==> src/rtl/core/assert_macros.svh <==
// Assertion helpers; every user provides clk_i and rst_ni.
`ifndef ASSERT_MACROS_SVH
`define ASSERT_MACROS_SVH

// Property checked on every clock edge outside reset.
`define ASSERT_AT(lbl, prop, msg) \
  lbl: assert property (@(posedge clk_i) disable iff (!rst_ni) (prop)) else $error(msg);

// Condition in one cycle implies a consequence in the next.
`define ASSERT_NEXT(lbl, ante, cons, msg) \
  lbl: assert property (@(posedge clk_i) disable iff (!rst_ni) (ante) |=> (cons)) \
    else $error(msg);

`endif

==> src/rtl/core/mcrs_pkg.sv <==
package mcrs_pkg;

  localparam int unsigned MaxData = 32;
  localparam logic [7:0] ExcFlag = 8'h80;
  localparam logic [7:0] ExcIllegalAddr = 8'h02;

  typedef enum logic [2:0] {
    MODE_RD_COILS    = 3'd0,
    MODE_RD_DISCRETE = 3'd1,
    MODE_RD_HOLDING  = 3'd2,
    MODE_RD_INPUT    = 3'd3,
    MODE_WR_COIL     = 3'd4,
    MODE_WR_REG      = 3'd5,
    MODE_WR_COILS    = 3'd6,
    MODE_WR_REGS     = 3'd7
  } mode_e;

  typedef enum logic [1:0] {
    KIND_HDR  = 2'd0,
    KIND_DATA = 2'd1,
    KIND_EXC  = 2'd2,
    KIND_ACK  = 2'd3
  } kind_e;

  typedef enum logic [3:0] {
    ST_CLEAR,
    ST_IDLE,
    ST_DECODE,
    ST_EXC,
    ST_ACK,
    ST_SWR,
    ST_MWR,
    ST_HDR,
    ST_RR_ADDR,
    ST_RR_EMIT,
    ST_RC_ADDR,
    ST_RC_TAKE,
    ST_RC_EMIT
  } state_e;

  typedef struct packed {
    mode_e       mode;
    logic [7:0]  slave_id;
    logic [15:0] start_address;
    logic [15:0] quantity;
    logic [15:0] data_word;
    logic        last_beat;
  } req_t;

  typedef struct packed {
    kind_e       kind;
    logic [7:0]  reply_slave_id;
    logic [7:0]  func_code;
    logic [7:0]  byte_count;
    logic [7:0]  exception_code;
    logic [15:0] data_value;
    logic        data_is_word;
    logic [15:0] echo_address;
    logic [15:0] echo_quantity;
    logic        last;
  } res_t;

  // controller -> datapath
  typedef struct packed {
    logic  capture;
    logic  clear_step;
    logic  load_ptr;
    logic  end_write;
    logic  set_drop;
    logic  clr_drop;
    logic  coil_wr;
    logic  reg_wr;
    logic  step;
    logic  coil_rd;
    logic  reg_rd;
    logic  take_bit;
    logic  clr_acc;
    logic  emit;
    kind_e emit_kind;
    logic  emit_last;
  } cmd_t;

  // datapath -> controller
  typedef struct packed {
    logic  out_free;
    logic  clr_last;
    mode_e mode;
    logic  is_coil;
    logic  read_bad;
    logic  single_bad;
    logic  range_bad;
    logic  last_beat;
    logic  drop;
    logic  remain_zero;
    logic  remain_one;
    logic  bit_last;
    logic  qty_zero;
  } status_t;

  function automatic logic [7:0] func_of_mode(mode_e m);
    logic [7:0] fc;
    case (m)
      MODE_RD_COILS:    fc = 8'd1;
      MODE_RD_DISCRETE: fc = 8'd2;
      MODE_RD_HOLDING:  fc = 8'd3;
      MODE_RD_INPUT:    fc = 8'd4;
      MODE_WR_COIL:     fc = 8'd5;
      MODE_WR_REG:      fc = 8'd6;
      MODE_WR_COILS:    fc = 8'd15;
      MODE_WR_REGS:     fc = 8'd16;
      default:          fc = 8'd0;
    endcase
    return fc;
  endfunction

endpackage

==> src/rtl/core/modbus_coil_register_server_core.sv <==
// Channel  Dir  tdata                                     tuser      tlast
// s_axis   in   slave_id, start_address, quantity,        mode       last_beat
//               data_word
// m_axis   out  reply_slave_id, func_code, byte_count,    kind       last
//               exception_code, data_value, data_is_word,
//               echo_address, echo_quantity
//
// One request beat at a time; a beat is taken while the last result still waits.
// Register read: header, then read and emit per word. Coil read: header, read and take per
// coil, emit per byte. Single write: write, ack. Multi-write beat: drop, or up to 8 coils, ack.
// Coil store is one bit wide, so coil traffic is set by its single read/write port.
// After reset a clearing pass over max(COIL_COUNT, REG_COUNT) addresses zeroes both stores.
// A stalled m_axis holds its result; processing waits only when a new one is due.
`include "assert_macros.svh"

module modbus_coil_register_server_core #(
  parameter int COIL_COUNT = 256,
  parameter int REG_COUNT  = 32
) (
  input  logic        clk_i,
  input  logic        rst_ni,
  input  logic        s_axis_tvalid,
  output logic        s_axis_tready,
  // [7:0] slave_id, [23:8] start_address, [39:24] quantity, [55:40] data_word
  input  logic [55:0] s_axis_tdata,
  // [2:0] mode
  input  logic [2:0]  s_axis_tuser,
  input  logic        s_axis_tlast,
  output logic        m_axis_tvalid,
  input  logic        m_axis_tready,
  // [7:0] reply_slave_id, [15:8] func_code, [23:16] byte_count,
  // [31:24] exception_code, [47:32] data_value, [48] data_is_word,
  // [64:49] echo_address, [80:65] echo_quantity, [87:81] zero
  output logic [87:0] m_axis_tdata,
  // [1:0] kind
  output logic [1:0]  m_axis_tuser,
  output logic        m_axis_tlast
);
  import mcrs_pkg::*;

  req_t    req;
  res_t    res;
  cmd_t    cmd;
  status_t status;

  assign req.mode          = mode_e'(s_axis_tuser);
  assign req.slave_id      = s_axis_tdata[7:0];
  assign req.start_address = s_axis_tdata[23:8];
  assign req.quantity      = s_axis_tdata[39:24];
  assign req.data_word     = s_axis_tdata[55:40];
  assign req.last_beat     = s_axis_tlast;

  mcrs_ctrl u_ctrl (
    .clk_i      (clk_i),
    .rst_ni     (rst_ni),
    .in_valid_i (s_axis_tvalid),
    .in_ready_o (s_axis_tready),
    .status_i   (status),
    .cmd_o      (cmd)
  );

  mcrs_dp #(
    .COIL_COUNT (COIL_COUNT),
    .REG_COUNT  (REG_COUNT)
  ) u_dp (
    .clk_i       (clk_i),
    .rst_ni      (rst_ni),
    .req_i       (req),
    .cmd_i       (cmd),
    .status_o    (status),
    .out_valid_o (m_axis_tvalid),
    .out_ready_i (m_axis_tready),
    .res_o       (res)
  );

  assign m_axis_tdata = {7'b0, res.echo_quantity, res.echo_address, res.data_is_word,
                         res.data_value, res.exception_code, res.byte_count,
                         res.func_code, res.reply_slave_id};
  assign m_axis_tuser = res.kind;
  assign m_axis_tlast = res.last;

  // a result is only loaded when the output slot is empty or draining
  `ASSERT_AT(a_emit_has_room, cmd.emit |-> status.out_free, "result loaded into full slot")
  // a failed write being dropped never coexists with a write in progress
  `ASSERT_AT(a_drop_excl, status.drop |-> status.remain_zero, "drop with beats pending")
  // nothing moves on either side during the clearing pass
  `ASSERT_AT(a_clear_quiet, cmd.clear_step |-> (!s_axis_tready && !m_axis_tvalid),
             "traffic during clearing pass")
  // a fresh beat is always decoded in the cycle after it is taken
  `ASSERT_NEXT(a_capture_decode, cmd.capture, !s_axis_tready && !cmd.emit,
               "capture not followed by decode")

endmodule

==> src/rtl/core/mcrs_ctrl.sv <==
module mcrs_ctrl (
  input  logic              clk_i,
  input  logic              rst_ni,
  input  logic              in_valid_i,
  output logic              in_ready_o,
  input  mcrs_pkg::status_t status_i,
  output mcrs_pkg::cmd_t    cmd_o
);
  import mcrs_pkg::*;

  state_e state_q, state_d;

  always_ff @(posedge clk_i or negedge rst_ni) begin
    if (!rst_ni) begin
      state_q <= ST_CLEAR;
    end else begin
      state_q <= state_d;
    end
  end

  always_comb begin
    state_d    = state_q;
    cmd_o      = '0;
    in_ready_o = 1'b0;
    case (state_q)
      ST_CLEAR: begin
        cmd_o.clear_step = 1'b1;
        if (status_i.clr_last) state_d = ST_IDLE;
      end
      ST_IDLE: begin
        in_ready_o = 1'b1;
        if (in_valid_i) begin
          cmd_o.capture = 1'b1;
          state_d       = ST_DECODE;
        end
      end
      ST_DECODE: begin
        case (status_i.mode)
          MODE_RD_COILS, MODE_RD_DISCRETE, MODE_RD_HOLDING, MODE_RD_INPUT: begin
            cmd_o.clr_drop = 1'b1;
            if (status_i.read_bad) begin
              cmd_o.end_write = 1'b1;
              state_d         = ST_EXC;
            end else begin
              cmd_o.load_ptr = 1'b1;
              state_d        = ST_HDR;
            end
          end
          MODE_WR_COIL, MODE_WR_REG: begin
            cmd_o.clr_drop  = 1'b1;
            cmd_o.end_write = 1'b1;
            if (status_i.single_bad) begin
              state_d = ST_EXC;
            end else begin
              cmd_o.load_ptr = 1'b1;
              state_d        = ST_SWR;
            end
          end
          default: begin
            if (status_i.drop) begin
              // swallow beats of a failed write until its final beat
              if (status_i.last_beat) cmd_o.clr_drop = 1'b1;
              state_d = ST_IDLE;
            end else if (status_i.remain_zero) begin
              if (status_i.range_bad) begin
                if (!status_i.last_beat) cmd_o.set_drop = 1'b1;
                state_d = ST_EXC;
              end else begin
                cmd_o.load_ptr = 1'b1;
                state_d        = ST_MWR;
              end
            end else begin
              cmd_o.clr_acc = 1'b1;
              state_d       = ST_MWR;
            end
          end
        endcase
      end
      ST_SWR: begin
        if (status_i.is_coil) cmd_o.coil_wr = 1'b1;
        else                  cmd_o.reg_wr  = 1'b1;
        state_d = ST_ACK;
      end
      ST_MWR: begin
        if (status_i.remain_zero) begin
          cmd_o.end_write = 1'b1;
          state_d         = ST_ACK;
        end else if (status_i.is_coil) begin
          cmd_o.coil_wr = 1'b1;
          cmd_o.step    = 1'b1;
          if (status_i.remain_one) begin
            cmd_o.end_write = 1'b1;
            state_d         = ST_ACK;
          end else if (status_i.bit_last) begin
            if (status_i.last_beat) begin
              cmd_o.end_write = 1'b1;
              state_d         = ST_ACK;
            end else begin
              state_d = ST_IDLE;
            end
          end
        end else begin
          cmd_o.reg_wr = 1'b1;
          cmd_o.step   = 1'b1;
          if (status_i.remain_one || status_i.last_beat) begin
            cmd_o.end_write = 1'b1;
            state_d         = ST_ACK;
          end else begin
            state_d = ST_IDLE;
          end
        end
      end
      ST_EXC: begin
        if (status_i.out_free) begin
          cmd_o.emit      = 1'b1;
          cmd_o.emit_kind = KIND_EXC;
          cmd_o.emit_last = 1'b1;
          state_d         = ST_IDLE;
        end
      end
      ST_ACK: begin
        if (status_i.out_free) begin
          cmd_o.emit      = 1'b1;
          cmd_o.emit_kind = KIND_ACK;
          cmd_o.emit_last = 1'b1;
          state_d         = ST_IDLE;
        end
      end
      ST_HDR: begin
        if (status_i.out_free) begin
          cmd_o.emit      = 1'b1;
          cmd_o.emit_kind = KIND_HDR;
          cmd_o.emit_last = status_i.qty_zero;
          if (status_i.qty_zero)     state_d = ST_IDLE;
          else if (status_i.is_coil) state_d = ST_RC_ADDR;
          else                       state_d = ST_RR_ADDR;
        end
      end
      ST_RR_ADDR: begin
        cmd_o.reg_rd = 1'b1;
        state_d      = ST_RR_EMIT;
      end
      ST_RR_EMIT: begin
        if (status_i.out_free) begin
          cmd_o.emit      = 1'b1;
          cmd_o.emit_kind = KIND_DATA;
          cmd_o.emit_last = status_i.remain_one;
          cmd_o.step      = 1'b1;
          state_d         = status_i.remain_one ? ST_IDLE : ST_RR_ADDR;
        end
      end
      ST_RC_ADDR: begin
        cmd_o.coil_rd = 1'b1;
        state_d       = ST_RC_TAKE;
      end
      ST_RC_TAKE: begin
        cmd_o.take_bit = 1'b1;
        cmd_o.step     = 1'b1;
        if (status_i.remain_one || status_i.bit_last) state_d = ST_RC_EMIT;
        else                                          state_d = ST_RC_ADDR;
      end
      ST_RC_EMIT: begin
        if (status_i.out_free) begin
          cmd_o.emit      = 1'b1;
          cmd_o.emit_kind = KIND_DATA;
          cmd_o.emit_last = status_i.remain_zero;
          cmd_o.clr_acc   = 1'b1;
          state_d         = status_i.remain_zero ? ST_IDLE : ST_RC_ADDR;
        end
      end
      default: state_d = ST_IDLE;
    endcase
  end

endmodule

==> src/rtl/core/mcrs_dp.sv <==
module mcrs_dp #(
  parameter int COIL_COUNT = 256,
  parameter int REG_COUNT  = 32
) (
  input  logic              clk_i,
  input  logic              rst_ni,
  input  mcrs_pkg::req_t    req_i,
  input  mcrs_pkg::cmd_t    cmd_i,
  output mcrs_pkg::status_t status_o,
  output logic              out_valid_o,
  input  logic              out_ready_i,
  output mcrs_pkg::res_t    res_o
);
  import mcrs_pkg::*;

  localparam int CaW  = (COIL_COUNT > 1) ? $clog2(COIL_COUNT) : 1;
  localparam int RaW  = (REG_COUNT > 1) ? $clog2(REG_COUNT) : 1;
  localparam int ClrN = (COIL_COUNT > REG_COUNT) ? COIL_COUNT : REG_COUNT;
  localparam int ClW  = (ClrN > 1) ? $clog2(ClrN) : 1;
  localparam logic [ClW-1:0] ClrLast = ClW'(ClrN - 1);
  localparam logic [16:0] CoilLim = 17'(COIL_COUNT);
  localparam logic [16:0] RegLim  = 17'(REG_COUNT);
  localparam logic [15:0] CoilMaxQty = 16'(8 * MaxData);
  localparam logic [15:0] RegMaxQty  = 16'(MaxData);

  req_t            req_q;
  res_t            res_q, res_d;
  logic            out_valid_q, out_valid_d;
  logic [15:0]     ptr_q, ptr_d;
  logic [15:0]     remain_q, remain_d;
  logic [2:0]      bit_q, bit_d;
  logic [7:0]      acc_q, acc_d;
  logic            drop_q, drop_d;
  logic [ClW-1:0]  clr_q;

  logic            coil_mem [COIL_COUNT];
  logic [15:0]     reg_mem  [REG_COUNT];
  logic            coil_rd_q;
  logic [15:0]     reg_rd_q;

  logic            is_coil;
  logic [16:0]     size;
  logic [16:0]     end_addr;
  logic            range_bad, too_big, single_bad;
  logic [7:0]      nbytes;
  logic [16:0]     qty_round;
  logic [7:0]      fc;

  logic            coil_we, coil_wd, reg_we;
  logic [CaW-1:0]  coil_wa;
  logic [RaW-1:0]  reg_wa;
  logic [15:0]     reg_wd;

  always_ff @(posedge clk_i) begin
    if (cmd_i.capture) req_q <= req_i;
  end

  assign is_coil = (req_q.mode == MODE_RD_COILS) || (req_q.mode == MODE_RD_DISCRETE) ||
                   (req_q.mode == MODE_WR_COIL) || (req_q.mode == MODE_WR_COILS);
  assign size       = is_coil ? CoilLim : RegLim;
  assign end_addr   = {1'b0, req_q.start_address} + {1'b0, req_q.quantity};
  assign range_bad  = end_addr > size;
  assign single_bad = {1'b0, req_q.start_address} >= size;
  assign too_big    = is_coil ? (req_q.quantity > CoilMaxQty) : (req_q.quantity > RegMaxQty);
  assign qty_round  = ({1'b0, req_q.quantity} + 17'd7) >> 3;
  assign nbytes     = is_coil ? qty_round[7:0] : {req_q.quantity[6:0], 1'b0};
  assign fc         = func_of_mode(req_q.mode);

  // memory write ports: clearing pass or addressed write at the pointer
  always_comb begin
    if (cmd_i.clear_step) begin
      coil_we = 17'(clr_q) < CoilLim;
      coil_wa = clr_q[CaW-1:0];
      coil_wd = 1'b0;
      reg_we  = 17'(clr_q) < RegLim;
      reg_wa  = clr_q[RaW-1:0];
      reg_wd  = '0;
    end else begin
      coil_we = cmd_i.coil_wr && ({1'b0, ptr_q} < CoilLim);
      coil_wa = ptr_q[CaW-1:0];
      coil_wd = (req_q.mode == MODE_WR_COIL) ? (req_q.data_word != 16'd0)
                                             : req_q.data_word[{1'b0, bit_q}];
      reg_we  = cmd_i.reg_wr && ({1'b0, ptr_q} < RegLim);
      reg_wa  = ptr_q[RaW-1:0];
      reg_wd  = req_q.data_word;
    end
  end

  always_ff @(posedge clk_i) begin
    if (coil_we) coil_mem[coil_wa] <= coil_wd;
    if (cmd_i.coil_rd) coil_rd_q <= coil_mem[ptr_q[CaW-1:0]];
  end

  always_ff @(posedge clk_i) begin
    if (reg_we) reg_mem[reg_wa] <= reg_wd;
    if (cmd_i.reg_rd) reg_rd_q <= reg_mem[ptr_q[RaW-1:0]];
  end

  always_comb begin
    ptr_d    = ptr_q;
    remain_d = remain_q;
    bit_d    = bit_q;
    acc_d    = acc_q;
    drop_d   = drop_q;
    if (cmd_i.load_ptr) begin
      ptr_d    = req_q.start_address;
      remain_d = req_q.quantity;
      bit_d    = '0;
      acc_d    = '0;
    end else begin
      if (cmd_i.take_bit) acc_d[bit_q] = coil_rd_q;
      if (cmd_i.step) begin
        ptr_d    = ptr_q + 16'd1;
        remain_d = remain_q - 16'd1;
        bit_d    = bit_q + 3'd1;
      end
      if (cmd_i.clr_acc) begin
        acc_d = '0;
        bit_d = '0;
      end
    end
    if (cmd_i.end_write) remain_d = '0;
    if (cmd_i.set_drop) drop_d = 1'b1;
    if (cmd_i.clr_drop) drop_d = 1'b0;
  end

  always_comb begin
    res_d                = '0;
    res_d.kind           = cmd_i.emit_kind;
    res_d.reply_slave_id = req_q.slave_id;
    res_d.func_code      = fc;
    res_d.last           = cmd_i.emit_last;
    case (cmd_i.emit_kind)
      KIND_HDR: res_d.byte_count = nbytes;
      KIND_DATA: begin
        res_d.data_value   = is_coil ? {8'h00, acc_q} : reg_rd_q;
        res_d.data_is_word = !is_coil;
      end
      KIND_EXC: begin
        res_d.func_code      = fc | ExcFlag;
        res_d.exception_code = ExcIllegalAddr;
      end
      KIND_ACK: begin
        res_d.echo_address  = req_q.start_address;
        res_d.echo_quantity = req_q.quantity;
      end
      default: res_d.kind = cmd_i.emit_kind;
    endcase
  end

  assign out_valid_d = cmd_i.emit ? 1'b1 : (out_valid_q && !out_ready_i);

  always_ff @(posedge clk_i) begin
    if (cmd_i.emit) res_q <= res_d;
  end

  always_ff @(posedge clk_i or negedge rst_ni) begin
    if (!rst_ni) begin
      out_valid_q <= 1'b0;
      ptr_q       <= '0;
      remain_q    <= '0;
      bit_q       <= '0;
      acc_q       <= '0;
      drop_q      <= 1'b0;
      clr_q       <= '0;
    end else begin
      out_valid_q <= out_valid_d;
      ptr_q       <= ptr_d;
      remain_q    <= remain_d;
      bit_q       <= bit_d;
      acc_q       <= acc_d;
      drop_q      <= drop_d;
      if (cmd_i.clear_step) clr_q <= clr_q + ClW'(1);
    end
  end

  assign status_o.out_free    = !out_valid_q || out_ready_i;
  assign status_o.clr_last    = clr_q == ClrLast;
  assign status_o.mode        = req_q.mode;
  assign status_o.is_coil     = is_coil;
  assign status_o.read_bad    = range_bad || too_big;
  assign status_o.single_bad  = single_bad;
  assign status_o.range_bad   = range_bad;
  assign status_o.last_beat   = req_q.last_beat;
  assign status_o.drop        = drop_q;
  assign status_o.remain_zero = remain_q == 16'd0;
  assign status_o.remain_one  = remain_q == 16'd1;
  assign status_o.bit_last    = bit_q == 3'd7;
  assign status_o.qty_zero    = req_q.quantity == 16'd0;

  assign out_valid_o = out_valid_q;
  assign res_o       = res_q;

endmodule
==> config.mk <==
export PLATFORM = sky130hd
export DESIGN_NAME = modbus_coil_register_server_core
export DESIGN_NICKNAME = d
export VERILOG_FILES = /design/src/rtl/core/mcrs_pkg.sv /design/src/rtl/core/modbus_coil_register_server_core.sv /design/src/rtl/core/mcrs_ctrl.sv /design/src/rtl/core/mcrs_dp.sv
export VERILOG_INCLUDE_DIRS = /design/src /design/src/rtl/core
export SDC_FILE = /design/constraint.sdc
export NUM_CORES = 1
export LEC_CHECK = 0
export CORE_MARGIN = 4
export CORE_UTILIZATION = 25
export CTS_BUF_LIST = sky130_fd_sc_hd__clkbuf_4 sky130_fd_sc_hd__clkbuf_8 sky130_fd_sc_hd__clkbuf_16
export CTS_CLUSTER_DIAMETER = 150
export DETAILED_ROUTE_END_ITERATION = 8
export DONT_BUFFER_PORTS = 1
export PLACE_DENSITY = 0.5
export SYNTH_ARGS = -nofsm -noshare
export SYNTH_HDL_FRONTEND = slang
export SYNTH_SLANG_ARGS = --single-unit
==> constraint.sdc <==
create_clock -name clk_i -period 12.6 [get_ports clk_i]
set_clock_uncertainty 0.1 [all_clocks]
set_input_delay 0.63 -clock clk_i [delete_from_list [all_inputs] [get_ports clk_i]]
set_output_delay 0.63 -clock clk_i [all_outputs]
set_load 0.005 [all_outputs]
# Word level (Yosys, flattened, before mapping)
# Memories as Yosys holds them, arrays and structs flattened. A register that Yosys moved wholly into a read port is not among the register bits.
# Cells that the tools add are included.
# totals
ff_bits	201
latchBits	0
mem_bits_rw	768
romBits	40
in_bits	64
elab_cells	216
memories	3
# classes
addsub	6
n_mul	0
div_mod_pow	0
n_lt_le_gt_ge	10
n_eq_ne	31
shift	0
n_mux	106
bitwise	1
reduce_logical	32
# mem_list
memory	words	word_bits	read_ports	rd_clocked_by_memory_dff	wr	line_no	text
u_dp.reg_mem	32	16	1	1	1	mcrs_dp.sv:37	logic [15:0] reg_mem [REG_COUNT];
u_dp.coil_mem	256	1	1	1	1	mcrs_dp.sv:36	logic coil_mem [COIL_COUNT];
(no name shown)	8	5	1	1	0	mcrs_pkg.sv:102	case (m)
# ops
cell	n
$mux 16	6
$mux 4	19
$mux 8	6
$pmux 4 s12	1
$mux 1	47
$logic_not 16->1	2
$mux 3	10
$eq 4x4->1 const B	5
$pmux 4 s5	1
$add 16x16->17	1
$ge 16x17->1	1
$gt 17x17->1	1
$add 16x1->16 const B	1
$eq 16x1->1 const B	1
$eq 4x3->1 const B	4
$gt 16x6->1 const B	1
$gt 16x9->1 const B	1
$lt 16x6->1 const B	1
$lt 16x9->1 const B	1
$reduce_bool 16->1	1
$sub 16x1->16 const B	1
$eq 3x3->1 const B	4
$add 11x3->11 const B	1
$mux 5	2
other kinds (39)	67

# Longest topological paths before layout
# logic_depth
ltp_word	13
depth_mapped	19
mapped_depth_nobuf	17

# Cells and area by module
# Synthesis repeated with hierarchy kept, for this count alone.
# unflattened
hier_cells	2475
hier_area_um2	41124.4
# by_module_without_submodules
mod	instances	cells_each	area_per_inst_um2	seq_area_each_um2
mcrs_dp	1	2357	40293.6	28952.8
mcrs_ctrl	1	110	774.5	100.1
modbus_coil_register_server_core	1	8	56.3	0.0

# Worst setup path before layout
# Ideal clock, no wire load.
# synth_path
path_kind	register to register
start	register u_ctrl.state_q[0]
end	memory u_dp.coil_mem[0], data pin
setup_time_ns	1.577
arrival_time_ns	8.358
required_ns	10.923
path_slack_ns	2.565
path_stages_with_launch	8
n_path_buf	3
synth_period_minus_slack_ns	10.035
path_cell_list	dfrtp_1 > clkbuf_1 > nor2_1 > nand2_1 > clkbuf_1 > clkbuf_1 > o21ai_0 > a21oi_1
# synth_via
elab_chain_cells	3
# synth_lines
element	line_no	text
from (decl)	mcrs_ctrl.sv:11	state_e state_q, state_d;
from (signal assigned)	mcrs_ctrl.sv:17	state_q <= state_d;
$logic_not 4->1	mcrs_ctrl.sv:25	case (state_q)
$mux 1	mcrs_ctrl.sv:25	
$mux 1	mcrs_dp.sv:71	if (cmd_i.clear_step) begin
named net u_dp.coil_wd	mcrs_dp.sv:49	logic coil_we, coil_wd, reg_we;
to (decl)	mcrs_dp.sv:36	
# The timed path passes the listed nets, and every way through them passes these cells.

# Final worst setup path
# layout_path
start	register u_dp.req_q, in the netlist u_dp.status_o[12]
end	register u_dp.ptr_q[14]
# layout_via
elab_chain_cells	12
elab_cells_between_ends	26
classes_between	order compare (2); eq/ne (6); mux (10); reduce/logical (8)
# layout_lines
element	line_no	text
from (decl)	mcrs_dp.sv:26	req_t req_q;
from (signal assigned)	mcrs_dp.sv:55	if (cmd_i.capture) req_q <= req_i;
$eq 3x1->1 / $logic_not 3->1 (equally long branches)	mcrs_ctrl.sv:38, mcrs_dp.sv:58	
$logic_or 1x1->1 (2 in a row)	mcrs_dp.sv:58	assign is_coil = (req_q.mode == MODE_RD_COILS) || (req_q.mode == MODE_RD_DISCRETE) ||
$logic_or 1x1->1	mcrs_dp.sv:59	(req_q.mode == MODE_WR_COIL) || (req_q.mode == MODE_WR_COILS);
$mux 9	mcrs_dp.sv:60	assign size = is_coil ? CoilLim : RegLim;
$gt 17x17->1	mcrs_dp.sv:62	assign range_bad = end_addr > size;
$mux 1	mcrs_ctrl.sv:65	if (status_i.range_bad) begin
$mux 1	mcrs_ctrl.sv:64	end else if (status_i.remain_zero) begin
$mux 1	mcrs_ctrl.sv:60	if (status_i.drop) begin
$pmux 1 s2 (*)	mcrs_ctrl.sv:38	case (status_i.mode)
$mux 1 (*)	mcrs_ctrl.sv:25	
$mux 16 / $reduce_bool 2->1 (equally long branches)	-	
to (signal assigned)	mcrs_dp.sv:168	ptr_q <= ptr_d;
to (decl)	mcrs_dp.sv:29	logic [15:0] ptr_q, ptr_d;
# Every way passes the cells marked *; elsewhere a longest branch is shown, timed or not.
# A chain may end at the register's enable or synchronous reset.

==> implementation parameters <==
Parameter                              Value

Clock tree
  Inserted Clock Buffers    104
  Clk Tree Root Cell    clkbuf_16
  Number of hold-repair buffers added at the cts stage    62
  Bufs on Longest Clock Path    3
  CTS HTree Levels    3
  Worst-path clk slew    0.06 ns
  Clock network latency to the later pin of the worst-skew pair    0.72 ns
  Post-CTS resize count    0
  Number of clock sinks    977
  CTS tree    yes
  Buffer count from post-CTS setup fixing    0

Routing
  DR iter-0 viols    1816
  Via-per-instance ratio    4.604
  Number of remaining DRC errors    0
  Overall routed net length    108300 um
  Via count    21820
  Post-route ant nets    0
  DR pass1 iterations    5
  Average detailed-routed wire length per instance    22.86 um

Status
  Outcome    completed

STA
  Portion of the clock cycle consumed by the worst path in the final layout    0.4127
  Setup violation total in the final timing report    0
  Final-report max-slew violation count    0
  Count of endpoints failing hold in the final timing report    0
  Final Critical Period    5.201 ns
  Setup Total Neg Slack    0 ns
  RSZ-0062 raised after global routing    no
  Transition time at the pin with the least slew margin    1.254 ns
  Max Clk Rate    192.3 MHz
  Max_slew headroom    0.1641

Layout
  Layout cells sized above 1    0.2161
  Net total in the final layout    2572
  Post-layout utilization of the core    0.2928
  Area Growth Syn to Fin    16.17%

Setup path
  Critical Path Start    u_dp.status_o[12]
  Highest net fanout along the worst path    25
  CP startpoint kind    register
  Worst reg2reg path startpoint    u_dp.status_o[12]
  Req. time, crit path    13.05 ns
  Depth of the most critical reg-to-reg path    11
  Worst Setup Path Type    register to register
  Crit path arrival time    5.65 ns
  Nature of the critical path endpoint    register

Pwr
  Power per cell area    229.2 mW/mm2
  Total leakage power    14.72 nW
  Worst VDD drop    0.0001546 V

Global route
  Global-route usage over all layers    0.1250
  GR Overflow Total    0
  First-pass GRT wire length    157700 um
  Initial antenna violation count    14
  Number of global-route vias before repair    22510
  Largest net degree at the start of global routing    125

Synthesis
  Synthesized-area fraction occupied by xor and xnor cells    0.01129
  Yosys cell types    81
  Post-synthesis average cell area    17.15 um2
  Simple-gate area share of the yosys netlist    0.07836
  Dominant combinational cell family by area after synthesis    multiplexers
  Mux cell area share after synthesis    0.1466
  Biggest area contributors in the synthesized netlist    edfxtp_1 (67%), mux4_2 (14%), dfrtp_1 (3.5%), nor2_1 (3.1%), nand2_1 (0.97%)
  FF+latch count, synth    977
  Most frequent cell after synthesis    edfxtp_1
  Post-synthesis share of cell area spent on full adders, half adders and majority gates    0.009921
  Number of flops mapped to enable cells by yosys    920
  Async S/R FF share, synth    0.05834
  Total standard cell area after synthesis    0.04111 mm2
  Leading post-synthesis cells by instance count    edfxtp_1 (920), nor2_1 (345), mux4_2 (247)
  Fraction of the yosys area taken by sequential cells    0.7066
  Top FF cell, synth    edfxtp_1
  Area fraction of the dominant cell type after synthesis    0.6719
  Warnings, synthesis    0
  Mapped Cells    2398
  Cell type contributing the most total cell area after synthesis    edfxtp_1
  Synthesized-area fraction occupied by ao, oa, aoi and oai cells    0.02912

Floorplanning
  Die Ht    413.5 um
  Io pins    157
  Area enclosed by the die boundary    0.1710 mm2
  Initial standard-cell utilization of the core    0.2520
  Horizontal extent of the die    413.5 um
  Area of the core    0.1631 mm2
  Total number of placement rows    148

Placed design
  IO Port Bufs    0
  DPL Wire Length    66300 um
  Weighted congestion at the end of routability-driven global placement    0.8174

Hold path
  Worst hold path stage count    2
  Tightest Hold Check Type    primary input to register
  Worst Min Path Start    m_axis_tready

Run
  Maximum Capacitance Violations    0
## layout by cell type, fill, tap and decap left out, drive strengths merged, types with 20 or more instances in the layout
master	instances
ha	31
mux2	25
a21oi	34
edfxtp	920
mux4	247
a211oi	25
nand2	108
nor3	48
dfrtp	57
nand3	27
o21ai	41
nor2	346
and2	62
xnor2	39
inv	27
buf	46
clkinv	46
clkbuf	128
dlygate4sd3	61
nor4	20
## logic make-up (layout without fill, tap and decap cells)
family	count (synthesis)	after routing
XOR/XNOR	53	53
buffers and inverters	174	320
flip-flops	977	977
AND/OR/NAND/NOR	698	698
multiplexers	288	288
other	1	21
AO/OA/AOI/OAI	175	175
adder cells (fa/ha/maj)	32	32
## report_power, final
group / switching (mW) / internal (mW)
logic: 1.92 / 1.23
clock network: 1.29 / 1.74
registers: 0.399 / 4.36
## final timing paths
path / slack (ns) / end
hold / removal: 0.12 / u_dp.out_valid_o
setup reg to reg: 7.40 / u_dp.ptr_q[14]
min in group asynchronous: 0.39 / u_dp.ptr_q[1]
hold reg to reg: 0.32 / u_dp.res_o[78]
setup / recovery: 7.40 / u_dp.ptr_q[14]
max in group asynchronous: 11.70 / u_dp.ptr_q[3]
## sequential cells by signal, indices dropped and copies added (netlist names)
name,flops
u_dp.out_valid_o,1
u_dp.acc_q,8
u_dp.reg_rd_q,16
u_dp.res_o,75
u_dp.ptr_q,16
u_dp.reg_mem,512
u_dp.coil_mem,256
u_dp.bit_q,3
u_dp.drop_q,1
u_dp.remain_q,16
u_dp.status_o,4
u_dp.clr_q,8
u_dp.req_q,56
u_ctrl.state_q,4
u_dp.coil_rd_q,1
## per-layer routing
layer,track usage,wire [um],vias up
met5,0,13,-
met4,0.04186,3412,2
met3,0.01932,5365,173
met2,0.2135,53410,632
met1,0.1621,46140,11470
li1,-,-,9544
## metrics by stage
| stage | power (mW) | setup slack (ns) | hold slack [ns] | cell area [um2] | std cells |
|---|---|---|---|---|---|
| after floorplan | 6.930 | 2.565 | 0.2344 | 41170 | 2413 |
| after global placement | 8.020 | 7.450 | 0.2401 | 43740 | 4483 |
| after detailed placement | 8.031 | 7.351 | 0.2413 | 43740 | 4483 |
| after CTS | 11.12 | 7.329 | 0.05425 | 47750 | 4734 |
| after global routing | 11.47 | 6.945 | 0.1114 | 47760 | 4738 |
| final | 10.95 | 7.399 | 0.1210 | 47760 | 4739 |
## final cells by class
cell class,count,area (um2)
multi-input cells,1262,11510
inverters,24,90.09
clock buffers,128,2783
flip-flops and latches,977,29070
fillers,16140,115400
clock inverters,61,591.8
repair buffers,107,988.4
diodes,5,12.51
well taps,2175,2721
## critical path, cell delays in order (launching register included)
cell       delay [ns]
edfxtp_1         0.56
mux2i_4          0.82
inv_2            0.40
ha_1             0.40
a31o_2           0.20
a21oi_1          0.27
nor2_1           0.16
a2111oi_2        0.30
or4b_4           0.52
o21a_1           0.44
nor2_2           0.64
o21ai_0          0.21
No activity file was read; power rests on OpenSTA's default activity.
